## src/rtl/olad_pkg.sv

```systemverilog
// Package for the ordered list block: command and status codes, and the
// command and status structs exchanged by the controller and the datapath.
// No dependencies.
`default_nettype none

package olad_pkg;

  // Operation codes carried by the input transaction.
  localparam logic [1:0] CMD_APPEND = 2'd0;
  localparam logic [1:0] CMD_DELETE = 2'd1;
  localparam logic [1:0] CMD_READ   = 2'd2;

  // Status codes carried by the result transaction.
  localparam logic [1:0] ST_OK       = 2'd0;
  localparam logic [1:0] ST_FULL     = 2'd1;
  localparam logic [1:0] ST_NOTFOUND = 2'd2;
  localparam logic [1:0] ST_EMPTY    = 2'd3;

  // Read address selection for the entry memory.
  localparam logic [1:0] RD_ZERO = 2'd0;
  localparam logic [1:0] RD_IDX  = 2'd1;
  localparam logic [1:0] RD_IDX1 = 2'd2;
  localparam logic [1:0] RD_IDX2 = 2'd3;

  // Commands from the controller to the datapath.
  typedef struct packed {
    logic       val_load;
    logic       idx_clr;
    logic       idx_inc;
    logic       cnt_inc;
    logic       cnt_dec;
    logic       we_append;
    logic       we_shift;
    logic [1:0] rd_sel;
    logic       out_load;
    logic [1:0] out_status;
    logic       out_elem;
    logic       out_last;
  } dp_cmd_t;

  // Status from the datapath to the controller.
  typedef struct packed {
    logic full;
    logic empty;
    logic match;
    logic at_end;
    logic shift_end;
    logic out_free;
  } dp_stat_t;

endpackage

`default_nettype wire

```

## src/rtl/ordered_list_append_delete.sv

```systemverilog
// Ordered list of signed 32-bit values with append, first-match delete and read-out.
// Append, error and unused commands give their result through the result state and the
// result register; delete with n entries held runs n scan and compaction steps, one entry
// per cycle, then gives its result; read-out gives one entry per cycle while the result
// register is free. One transaction is in work at a time; the memory port sets the pace.
// Reset empties the list; entry memory contents are not cleared.
`default_nettype none

module ordered_list_append_delete
  import olad_pkg::*;
#(
  parameter int CAPACITY = 16
) (
  input  wire logic               clk,
  input  wire logic               rst_n,
  input  wire logic               in_valid,
  output logic                    in_ready,
  input  wire logic [1:0]         in_cmd,
  input  wire logic signed [31:0] in_value,
  output logic                    out_valid,
  input  wire logic               out_ready,
  output logic signed [31:0]      out_element,
  output logic [1:0]              out_status,
  output logic [4:0]              out_count,
  output logic                    out_last
);

  dp_cmd_t  cmd;
  dp_stat_t stat;

  olad_ctrl u_ctrl (
    .clk     (clk),
    .rst_n   (rst_n),
    .in_valid(in_valid),
    .in_ready(in_ready),
    .in_cmd  (in_cmd),
    .stat    (stat),
    .cmd     (cmd)
  );

  olad_dp #(
    .CAPACITY(CAPACITY)
  ) u_dp (
    .clk        (clk),
    .rst_n      (rst_n),
    .cmd        (cmd),
    .stat       (stat),
    .in_value   (in_value),
    .out_ready  (out_ready),
    .out_valid  (out_valid),
    .out_element(out_element),
    .out_status (out_status),
    .out_count  (out_count),
    .out_last   (out_last)
  );

endmodule

`default_nettype wire

```

## src/rtl/olad_ram.sv

```systemverilog
// Generic single write port, single read port RAM with a registered read.
// No dependencies.
`default_nettype none

module olad_ram #(
  parameter int WIDTH = 32,
  parameter int DEPTH = 16
) (
  input  wire logic                     clk,
  input  wire logic                     we,
  input  wire logic [$clog2(DEPTH)-1:0] waddr,
  input  wire logic [WIDTH-1:0]         wdata,
  input  wire logic [$clog2(DEPTH)-1:0] raddr,
  output logic      [WIDTH-1:0]         rdata_r
);

  logic [WIDTH-1:0] mem_r [DEPTH];

  // Write port and registered read port.
  always_ff @(posedge clk) begin
    if (we) begin
      mem_r[waddr] <= wdata;
    end
    rdata_r <= mem_r[raddr];
  end

endmodule

`default_nettype wire

```

## src/rtl/olad_dp.sv

```systemverilog
// Datapath of the ordered list: entry memory, fill count, scan index,
// search value and the result register.
// Depends on olad_pkg and olad_ram.
`default_nettype none

module olad_dp
  import olad_pkg::*;
#(
  parameter int CAPACITY = 16
) (
  input  wire logic               clk,
  input  wire logic               rst_n,
  input  wire dp_cmd_t            cmd,
  output dp_stat_t                stat,
  input  wire logic signed [31:0] in_value,
  input  wire logic               out_ready,
  output logic                    out_valid,
  output logic signed [31:0]      out_element,
  output logic [1:0]              out_status,
  output logic [4:0]              out_count,
  output logic                    out_last
);

  localparam int IW = (CAPACITY > 1) ? $clog2(CAPACITY) : 1;
  localparam int CW = $clog2(CAPACITY + 1);

  logic [CW-1:0]     count_r, count_nxt;
  logic [IW-1:0]     idx_r, idx_nxt;
  logic [31:0]       value_r;
  logic [31:0]       rd_data;
  logic [IW-1:0]     raddr;
  logic              ram_we;
  logic [IW-1:0]     waddr;
  logic [31:0]       wdata;
  logic [CW-1:0]     idx_ext;
  logic              out_valid_r;
  logic [31:0]       out_element_r;
  logic [1:0]        out_status_r;
  logic [4:0]        out_count_r;
  logic              out_last_r;

  assign idx_ext = CW'(idx_r);

  // Status toward the controller.
  always_comb begin
    stat.full      = (count_r == CW'(CAPACITY));
    stat.empty     = (count_r == '0);
    stat.match     = (rd_data == value_r);
    stat.at_end    = ((idx_ext + CW'(1)) == count_r);
    stat.shift_end = ((idx_ext + CW'(2)) == count_r);
    stat.out_free  = !out_valid_r || out_ready;
  end

  // Memory address and write data selection.
  always_comb begin
    unique case (cmd.rd_sel)
      RD_ZERO: raddr = '0;
      RD_IDX:  raddr = idx_r;
      RD_IDX1: raddr = IW'(idx_ext + CW'(1));
      RD_IDX2: raddr = IW'(idx_ext + CW'(2));
      default: raddr = '0;
    endcase
    ram_we = cmd.we_append || cmd.we_shift;
    if (cmd.we_append) begin
      waddr = IW'(count_r);
      wdata = in_value;
    end else begin
      waddr = idx_r;
      wdata = rd_data;
    end
  end

  olad_ram #(
    .WIDTH(32),
    .DEPTH(CAPACITY)
  ) u_ram (
    .clk    (clk),
    .we     (ram_we),
    .waddr  (waddr),
    .wdata  (wdata),
    .raddr  (raddr),
    .rdata_r(rd_data)
  );

  // Fill count and scan index updates.
  always_comb begin
    count_nxt = count_r;
    if (cmd.cnt_inc) begin
      count_nxt = count_r + CW'(1);
    end else if (cmd.cnt_dec) begin
      count_nxt = count_r - CW'(1);
    end
    idx_nxt = idx_r;
    if (cmd.idx_clr) begin
      idx_nxt = '0;
    end else if (cmd.idx_inc) begin
      idx_nxt = IW'(idx_ext + CW'(1));
    end
  end

  always_ff @(posedge clk) begin
    if (!rst_n) begin
      count_r <= '0;
    end else begin
      count_r <= count_nxt;
    end
  end

  always_ff @(posedge clk) begin
    idx_r <= idx_nxt;
    if (cmd.val_load) begin
      value_r <= in_value;
    end
  end

  // Result register; it holds until the transaction is taken.
  always_ff @(posedge clk) begin
    if (!rst_n) begin
      out_valid_r <= 1'b0;
    end else if (cmd.out_load) begin
      out_valid_r <= 1'b1;
    end else if (out_ready) begin
      out_valid_r <= 1'b0;
    end
  end

  always_ff @(posedge clk) begin
    if (cmd.out_load) begin
      out_element_r <= cmd.out_elem ? rd_data : 32'd0;
      out_status_r  <= cmd.out_status;
      out_count_r   <= 5'(count_nxt);
      out_last_r    <= cmd.out_last;
    end
  end

  assign out_valid   = out_valid_r;
  assign out_element = out_element_r;
  assign out_status  = out_status_r;
  assign out_count   = out_count_r;
  assign out_last    = out_last_r;

endmodule

`default_nettype wire

```

## src/rtl/olad_ctrl.sv

```systemverilog
// Controller of the ordered list: sequences append, search, compaction and
// read-out, and issues commands to the datapath.
// Depends on olad_pkg.
`default_nettype none

module olad_ctrl
  import olad_pkg::*;
(
  input  wire logic       clk,
  input  wire logic       rst_n,
  input  wire logic       in_valid,
  output logic            in_ready,
  input  wire logic [1:0] in_cmd,
  input  wire dp_stat_t   stat,
  output dp_cmd_t         cmd
);

  localparam logic [2:0] S_IDLE   = 3'd0;
  localparam logic [2:0] S_RESULT = 3'd1;
  localparam logic [2:0] S_SEARCH = 3'd2;
  localparam logic [2:0] S_SHIFT  = 3'd3;
  localparam logic [2:0] S_READ   = 3'd4;

  logic [2:0] state_r, state_nxt;
  logic [1:0] status_r, status_nxt;

  assign in_ready = (state_r == S_IDLE);

  // Next state and datapath commands.
  always_comb begin
    state_nxt  = state_r;
    status_nxt = status_r;
    cmd        = '0;
    cmd.rd_sel = RD_IDX;
    unique case (state_r)
      S_IDLE: begin
        if (in_valid) begin
          state_nxt  = S_RESULT;
          status_nxt = ST_OK;
          unique case (in_cmd)
            CMD_APPEND: begin
              if (stat.full) begin
                status_nxt = ST_FULL;
              end else begin
                cmd.we_append = 1'b1;
                cmd.cnt_inc   = 1'b1;
              end
            end
            CMD_DELETE: begin
              if (stat.empty) begin
                status_nxt = ST_EMPTY;
              end else begin
                cmd.val_load = 1'b1;
                cmd.idx_clr  = 1'b1;
                cmd.rd_sel   = RD_ZERO;
                state_nxt    = S_SEARCH;
              end
            end
            CMD_READ: begin
              if (stat.empty) begin
                status_nxt = ST_EMPTY;
              end else begin
                cmd.idx_clr = 1'b1;
                cmd.rd_sel  = RD_ZERO;
                state_nxt   = S_READ;
              end
            end
            default: begin
              status_nxt = ST_OK;
            end
          endcase
        end
      end
      S_SEARCH: begin
        // Compare the entry at the index; the next one is already being read.
        cmd.rd_sel = RD_IDX1;
        if (stat.match) begin
          if (stat.at_end) begin
            cmd.cnt_dec = 1'b1;
            status_nxt  = ST_OK;
            state_nxt   = S_RESULT;
          end else begin
            state_nxt = S_SHIFT;
          end
        end else if (stat.at_end) begin
          status_nxt = ST_NOTFOUND;
          state_nxt  = S_RESULT;
        end else begin
          cmd.idx_inc = 1'b1;
        end
      end
      S_SHIFT: begin
        // Move the following entry down by one place.
        cmd.we_shift = 1'b1;
        cmd.rd_sel   = RD_IDX2;
        if (stat.shift_end) begin
          cmd.cnt_dec = 1'b1;
          status_nxt  = ST_OK;
          state_nxt   = S_RESULT;
        end else begin
          cmd.idx_inc = 1'b1;
        end
      end
      S_READ: begin
        // Emit one entry per free result slot; re-read while stalled.
        if (stat.out_free) begin
          cmd.out_load   = 1'b1;
          cmd.out_elem   = 1'b1;
          cmd.out_status = ST_OK;
          cmd.out_last   = stat.at_end;
          if (stat.at_end) begin
            state_nxt = S_IDLE;
          end else begin
            cmd.idx_inc = 1'b1;
            cmd.rd_sel  = RD_IDX1;
          end
        end else begin
          cmd.rd_sel = RD_IDX;
        end
      end
      S_RESULT: begin
        if (stat.out_free) begin
          cmd.out_load   = 1'b1;
          cmd.out_status = status_r;
          cmd.out_last   = 1'b1;
          state_nxt      = S_IDLE;
        end
      end
      default: begin
        state_nxt = S_IDLE;
      end
    endcase
  end

  always_ff @(posedge clk) begin
    if (!rst_n) begin
      state_r <= S_IDLE;
    end else begin
      state_r <= state_nxt;
    end
  end

  always_ff @(posedge clk) begin
    status_r <= status_nxt;
  end

endmodule

`default_nettype wire
```

## config.mk

```make
export PLATFORM = sky130hd
export DESIGN_NAME = ordered_list_append_delete
export DESIGN_NICKNAME = d
export VERILOG_FILES = /design/src/rtl/olad_pkg.sv /design/src/rtl/ordered_list_append_delete.sv /design/src/rtl/olad_ram.sv /design/src/rtl/olad_dp.sv /design/src/rtl/olad_ctrl.sv
export SDC_FILE = /design/constraint.sdc
export NUM_CORES = 1
export LEC_CHECK = 0
export ABC_CLOCK_PERIOD_IN_PS = 9370
export BUFFER_PORTS_ARGS = -buffer_cell sky130_fd_sc_hd__buf_2
export CORE_ASPECT_RATIO = 1.75
export CORE_UTILIZATION = 62
export DETAILED_ROUTE_END_ITERATION = 7
export PLACE_DENSITY = 0.87
export RECOVER_POWER = 50
export SYNTH_ARGS = -nofsm -noshare
export SYNTH_HDL_FRONTEND = slang
export SYNTH_HIERARCHICAL = 1
export SYNTH_SLANG_ARGS = --single-unit
```

## constraint.sdc

```tcl
create_clock -name clk -period 9.37 [get_ports clk]
set_input_delay 2.811 -clock clk [delete_from_list [all_inputs] [get_ports clk]]
set_output_delay 2.811 -clock clk [all_outputs]
set_load 0.01 [all_outputs]
```

==> metrics.txt <==
P_int=5430 µW; crit path max fanout=34; clock slew at reported path FFs=0.07 ns; Tmin final=about 7.7 ns; CTS tree=done; crit path DAT=~8.0 ns; unrepaired setup endpoints after global routing=false; fin crit share=between 80 and 90%; Max-Cap Viols=5; global route total overflow=0; DRC violations left=13; power density cells=roughly 280 nW/µm²; CP Capture Type=register; Sequential Power Share=roughly half; PortBufs=79; CP endpoint=u_dp/u_ram/mem_r[8][27]; Sw Share=between 20% and 30%; final setup fails=0; combinational share of power=21.2%; setup repair bufs after CTS=0; CTS H-tree lvls=2; Yosys cell types=52; Worst Hold Depth=1; DR vias/cell=~7; CTS sink count=roughly 630; Required @ worst endpoint=9.59 ns; Detail Placement HPWL=about 30 mm; share of cells above drive strength 1=20.4%; Finished Layout Cells=~1800; vias=roughly 13000; antenna-violating nets left=0; DIE WIDTH=around 150 µm; CP max-delay cell=clkbuf_1; vias in the first global route=roughly 13000; Pre-antenna DRT Iters=7; ys flop type=edfxtp_1; Post-Syn Nets=approximately 1200; Area contributors post-synth=edfxtp_1 (72%), mux4_2 (12%), dfxtp_1 (3.7%), a22oi_1 (2.0%), mux2_2 (1.7%); placed cells=approximately 1700; Max stage delay on crit path=1.63 ns; initial DRC count=approximately 1700; share of the synthesized area in the top cell type=~72%; CTS root buffer=clkbuf_16; Max Buffers Root-to-Sink=3; Slew Viols, Final=around 150; R2R cell count=9; VDD IR-drop max=roughly 0.24 mV; sequential area share after synthesis=~76%; violated checks=design-rule violations, max-capacitance violations, max-slew violations; Critical Path Source=in_cmd[0]; Syn Inst Count=1203; Fin. Hold Viols=0; CTS Hold Buffers Added=0; Clk pwr share=a little under 30%; worst r2r src=u_dp/count_r[0]; setup_tns=0 ns; Slew headroom=-62.8%; status=finished with violations; Least-Margin Pin Slew=around 2.4 ns; routed len/inst=approximately 32 µm; Layout area overhead=10.7%; Placer Congestion=0.887; first-pass GRT wire length=84.2 mm; R2R setup slack=roughly 3 ns; Die H=about 260 µm; largest net degree at the start of global routing=about 130; initial antenna violation count=2; Syn Std Cell Area=24400 µm²; Clock Skew=~0.033 ns; Async SR Flop Fraction=0%; core area=38600 µm²; Final Util=between 60 and 70%; Initial Util=about 63%; Switch Pwr=just over 2000 µW; #FFs+latches synth=between 600 and 700; FMAX=roughly 130 MHz; Yosys warnings=6; Skew-Pair Late Insertion Delay=approximately 0.60 ns; WS Path Type=in2reg; crit path cell chain=clkbuf_1 > inv_1 > ha_1 > and4b_1 > clkbuf_1 > mux2_2 > nand3b_1 > nor3_2 > buf_4; Synth area leader=edfxtp_1; Row Count=95; antenna diode count=0; Worst Hold Class=reg2reg; Total GRT Usage=roughly 30%; Worst Setup Start Kind=input port; RR Endpoint=u_dp/u_ram/mem_r[8][27]; EDFF count, synth=slightly below 600; final WL=between 50 and 60 mm; most used cell, CP=clkbuf_1; Power, Total=roughly 7500 µW; fin nets=approximately 1300; Pleak=0.00854 µW; die area=40200 µm²; post-cts sizing count=0; Ports=80; Mean Syn Cell Area=between 20 and 25 µm²; CTS buffer count=50
==> critical path: cells and delay by family <==
| family | cells | cell delay (ns) |
|---|---|---|
| buffers and inverters | 4 | 2.41 |
| and+or+nand+nor | 3 | 2.03 |
| muxes | 1 | 0.50 |
| adders and majority gates | 1 | 0.18 |
==> metal layers <==
| metal | part of all wire, % | track usage, % | up-vias |
|---|---|---|---|
| met1 | 34 | 35.5 | 6509 |
| met3 | 9.0 | 4.77 | 206 |
| met2 | 51 | 50.1 | 959 |
| met5 | 0.021 | 0 | - |
| met4 | 5.8 | 17.7 | 2 |
| li1 | - | - | 5045 |
==> per-stage QoR <==
stage                     setup slack, ns  area [µm²]  hold WS [ns]
after global routing                 1.44       27000         0.600
after detailed placement             2.45       25400         0.545
final                                1.64       27000         0.559
after global placement               2.63       25400         0.537
after floorplan                      2.03       24400         0.520
after CTS                            3.05       27100         0.567
==> synthesized netlist by cell type, types with 4 or more instances <==
library cell,instances
nor2b_1,8
buf_1,10
nand2b_1,10
ha_1,8
edfxtp_1,586
buf_2,12
inv_1,9
a22oi_1,66
nor4_1,9
nand2_1,46
mux2_2,36
nor2_1,30
and2_1,39
nand3_1,4
nand4_1,5
a31oi_1,4
buf_4,12
xor2_1,41
and3_1,6
xnor2_1,7
o21ai_0,9
mux4_2,128
clkbuf_1,24
nor3_1,8
dfxtp_1,45
==> logic make-up (layout without fill, tap and decap cells) <==
family | count (synthesis) | in the layout | share of synthesized area [%]
flops | 631 | 631 | 75.9
simple gates | 175 | 175 | 3.80
mux | 167 | 167 | 13.6
compound gates | 102 | 102 | 3.04
buf+inv | 71 | 200 | 1.48
xor+xnor | 49 | 49 | 1.79
fa+ha+maj | 8 | 8 | 0.411
==> flip-flops by register name, summed over array words and instances, names as in the netlist <==
register	cells
u_dp/u_ram/mem_r	512
u_dp/u_ram/rdata_r	32
u_dp/idx_r	4
u_dp/value_r	32
u_dp/out_count	5
u_ctrl/state_r	3
u_dp/count_r	5
u_dp/out_valid	1
u_dp/out_status	2
u_dp/out_element	32
u_ctrl/status_r	2
u_dp/out_last	1
==> layout make-up <==
class	instances	area [µm²]
Clock buffer	66	1350
Clock inverter	25	362
Fill cell	2129	11600
Inverter	9	33.8
Multi-Input combinational cell	501	5670
Sequential cell	631	18500
Tap cell	485	607
Timing Repair Buffer	100	467
==> power groups by stage <==
stage / Combinational [µW] / Sequential, µW / Clock [µW]
after floorplan: 1160 / 3690 / 0
after global placement: 1510 / 3720 / 0
after detailed placement: 1570 / 3730 / 0
after CTS: 1610 / 3670 / 2240
after global routing: 1680 / 3690 / 2320
final: 1590 / 3680 / 2220
==> how the worst min path moves through the flow <==
stage / from / end
2_1_floorplan: u_ctrl/status_r[0] / u_dp/out_status[0]
3_3_place_gp: u_ctrl/status_r[1] / u_dp/out_status[1]
3_5_place_dp: u_ctrl/status_r[1] / u_dp/out_status[1]
4_1_cts: u_ctrl/status_r[0] / u_dp/out_status[0]
5_1_grt: u_ctrl/status_r[0] / u_dp/out_status[0]
6_report: u_ctrl/status_r[0] / u_dp/out_status[0]
==> placed cells by master (no fill, tap or decap), drive strengths merged, types with 8 or more instances in the layout <==
cell type and n:
clkinv 15, clkbuf 139, nand2b 10, mux4 128, nor2b 8, nand2 46
nor2 30, and2 39, dfxtp 45, nor4 10, xor2 42, a22oi 66
o21ai 11, bufinv 8, edfxtp 586, inv 9, mux2 36, buf 27
nor3 9, ha 8
Note: power is estimated with default switching activity, not from simulation.
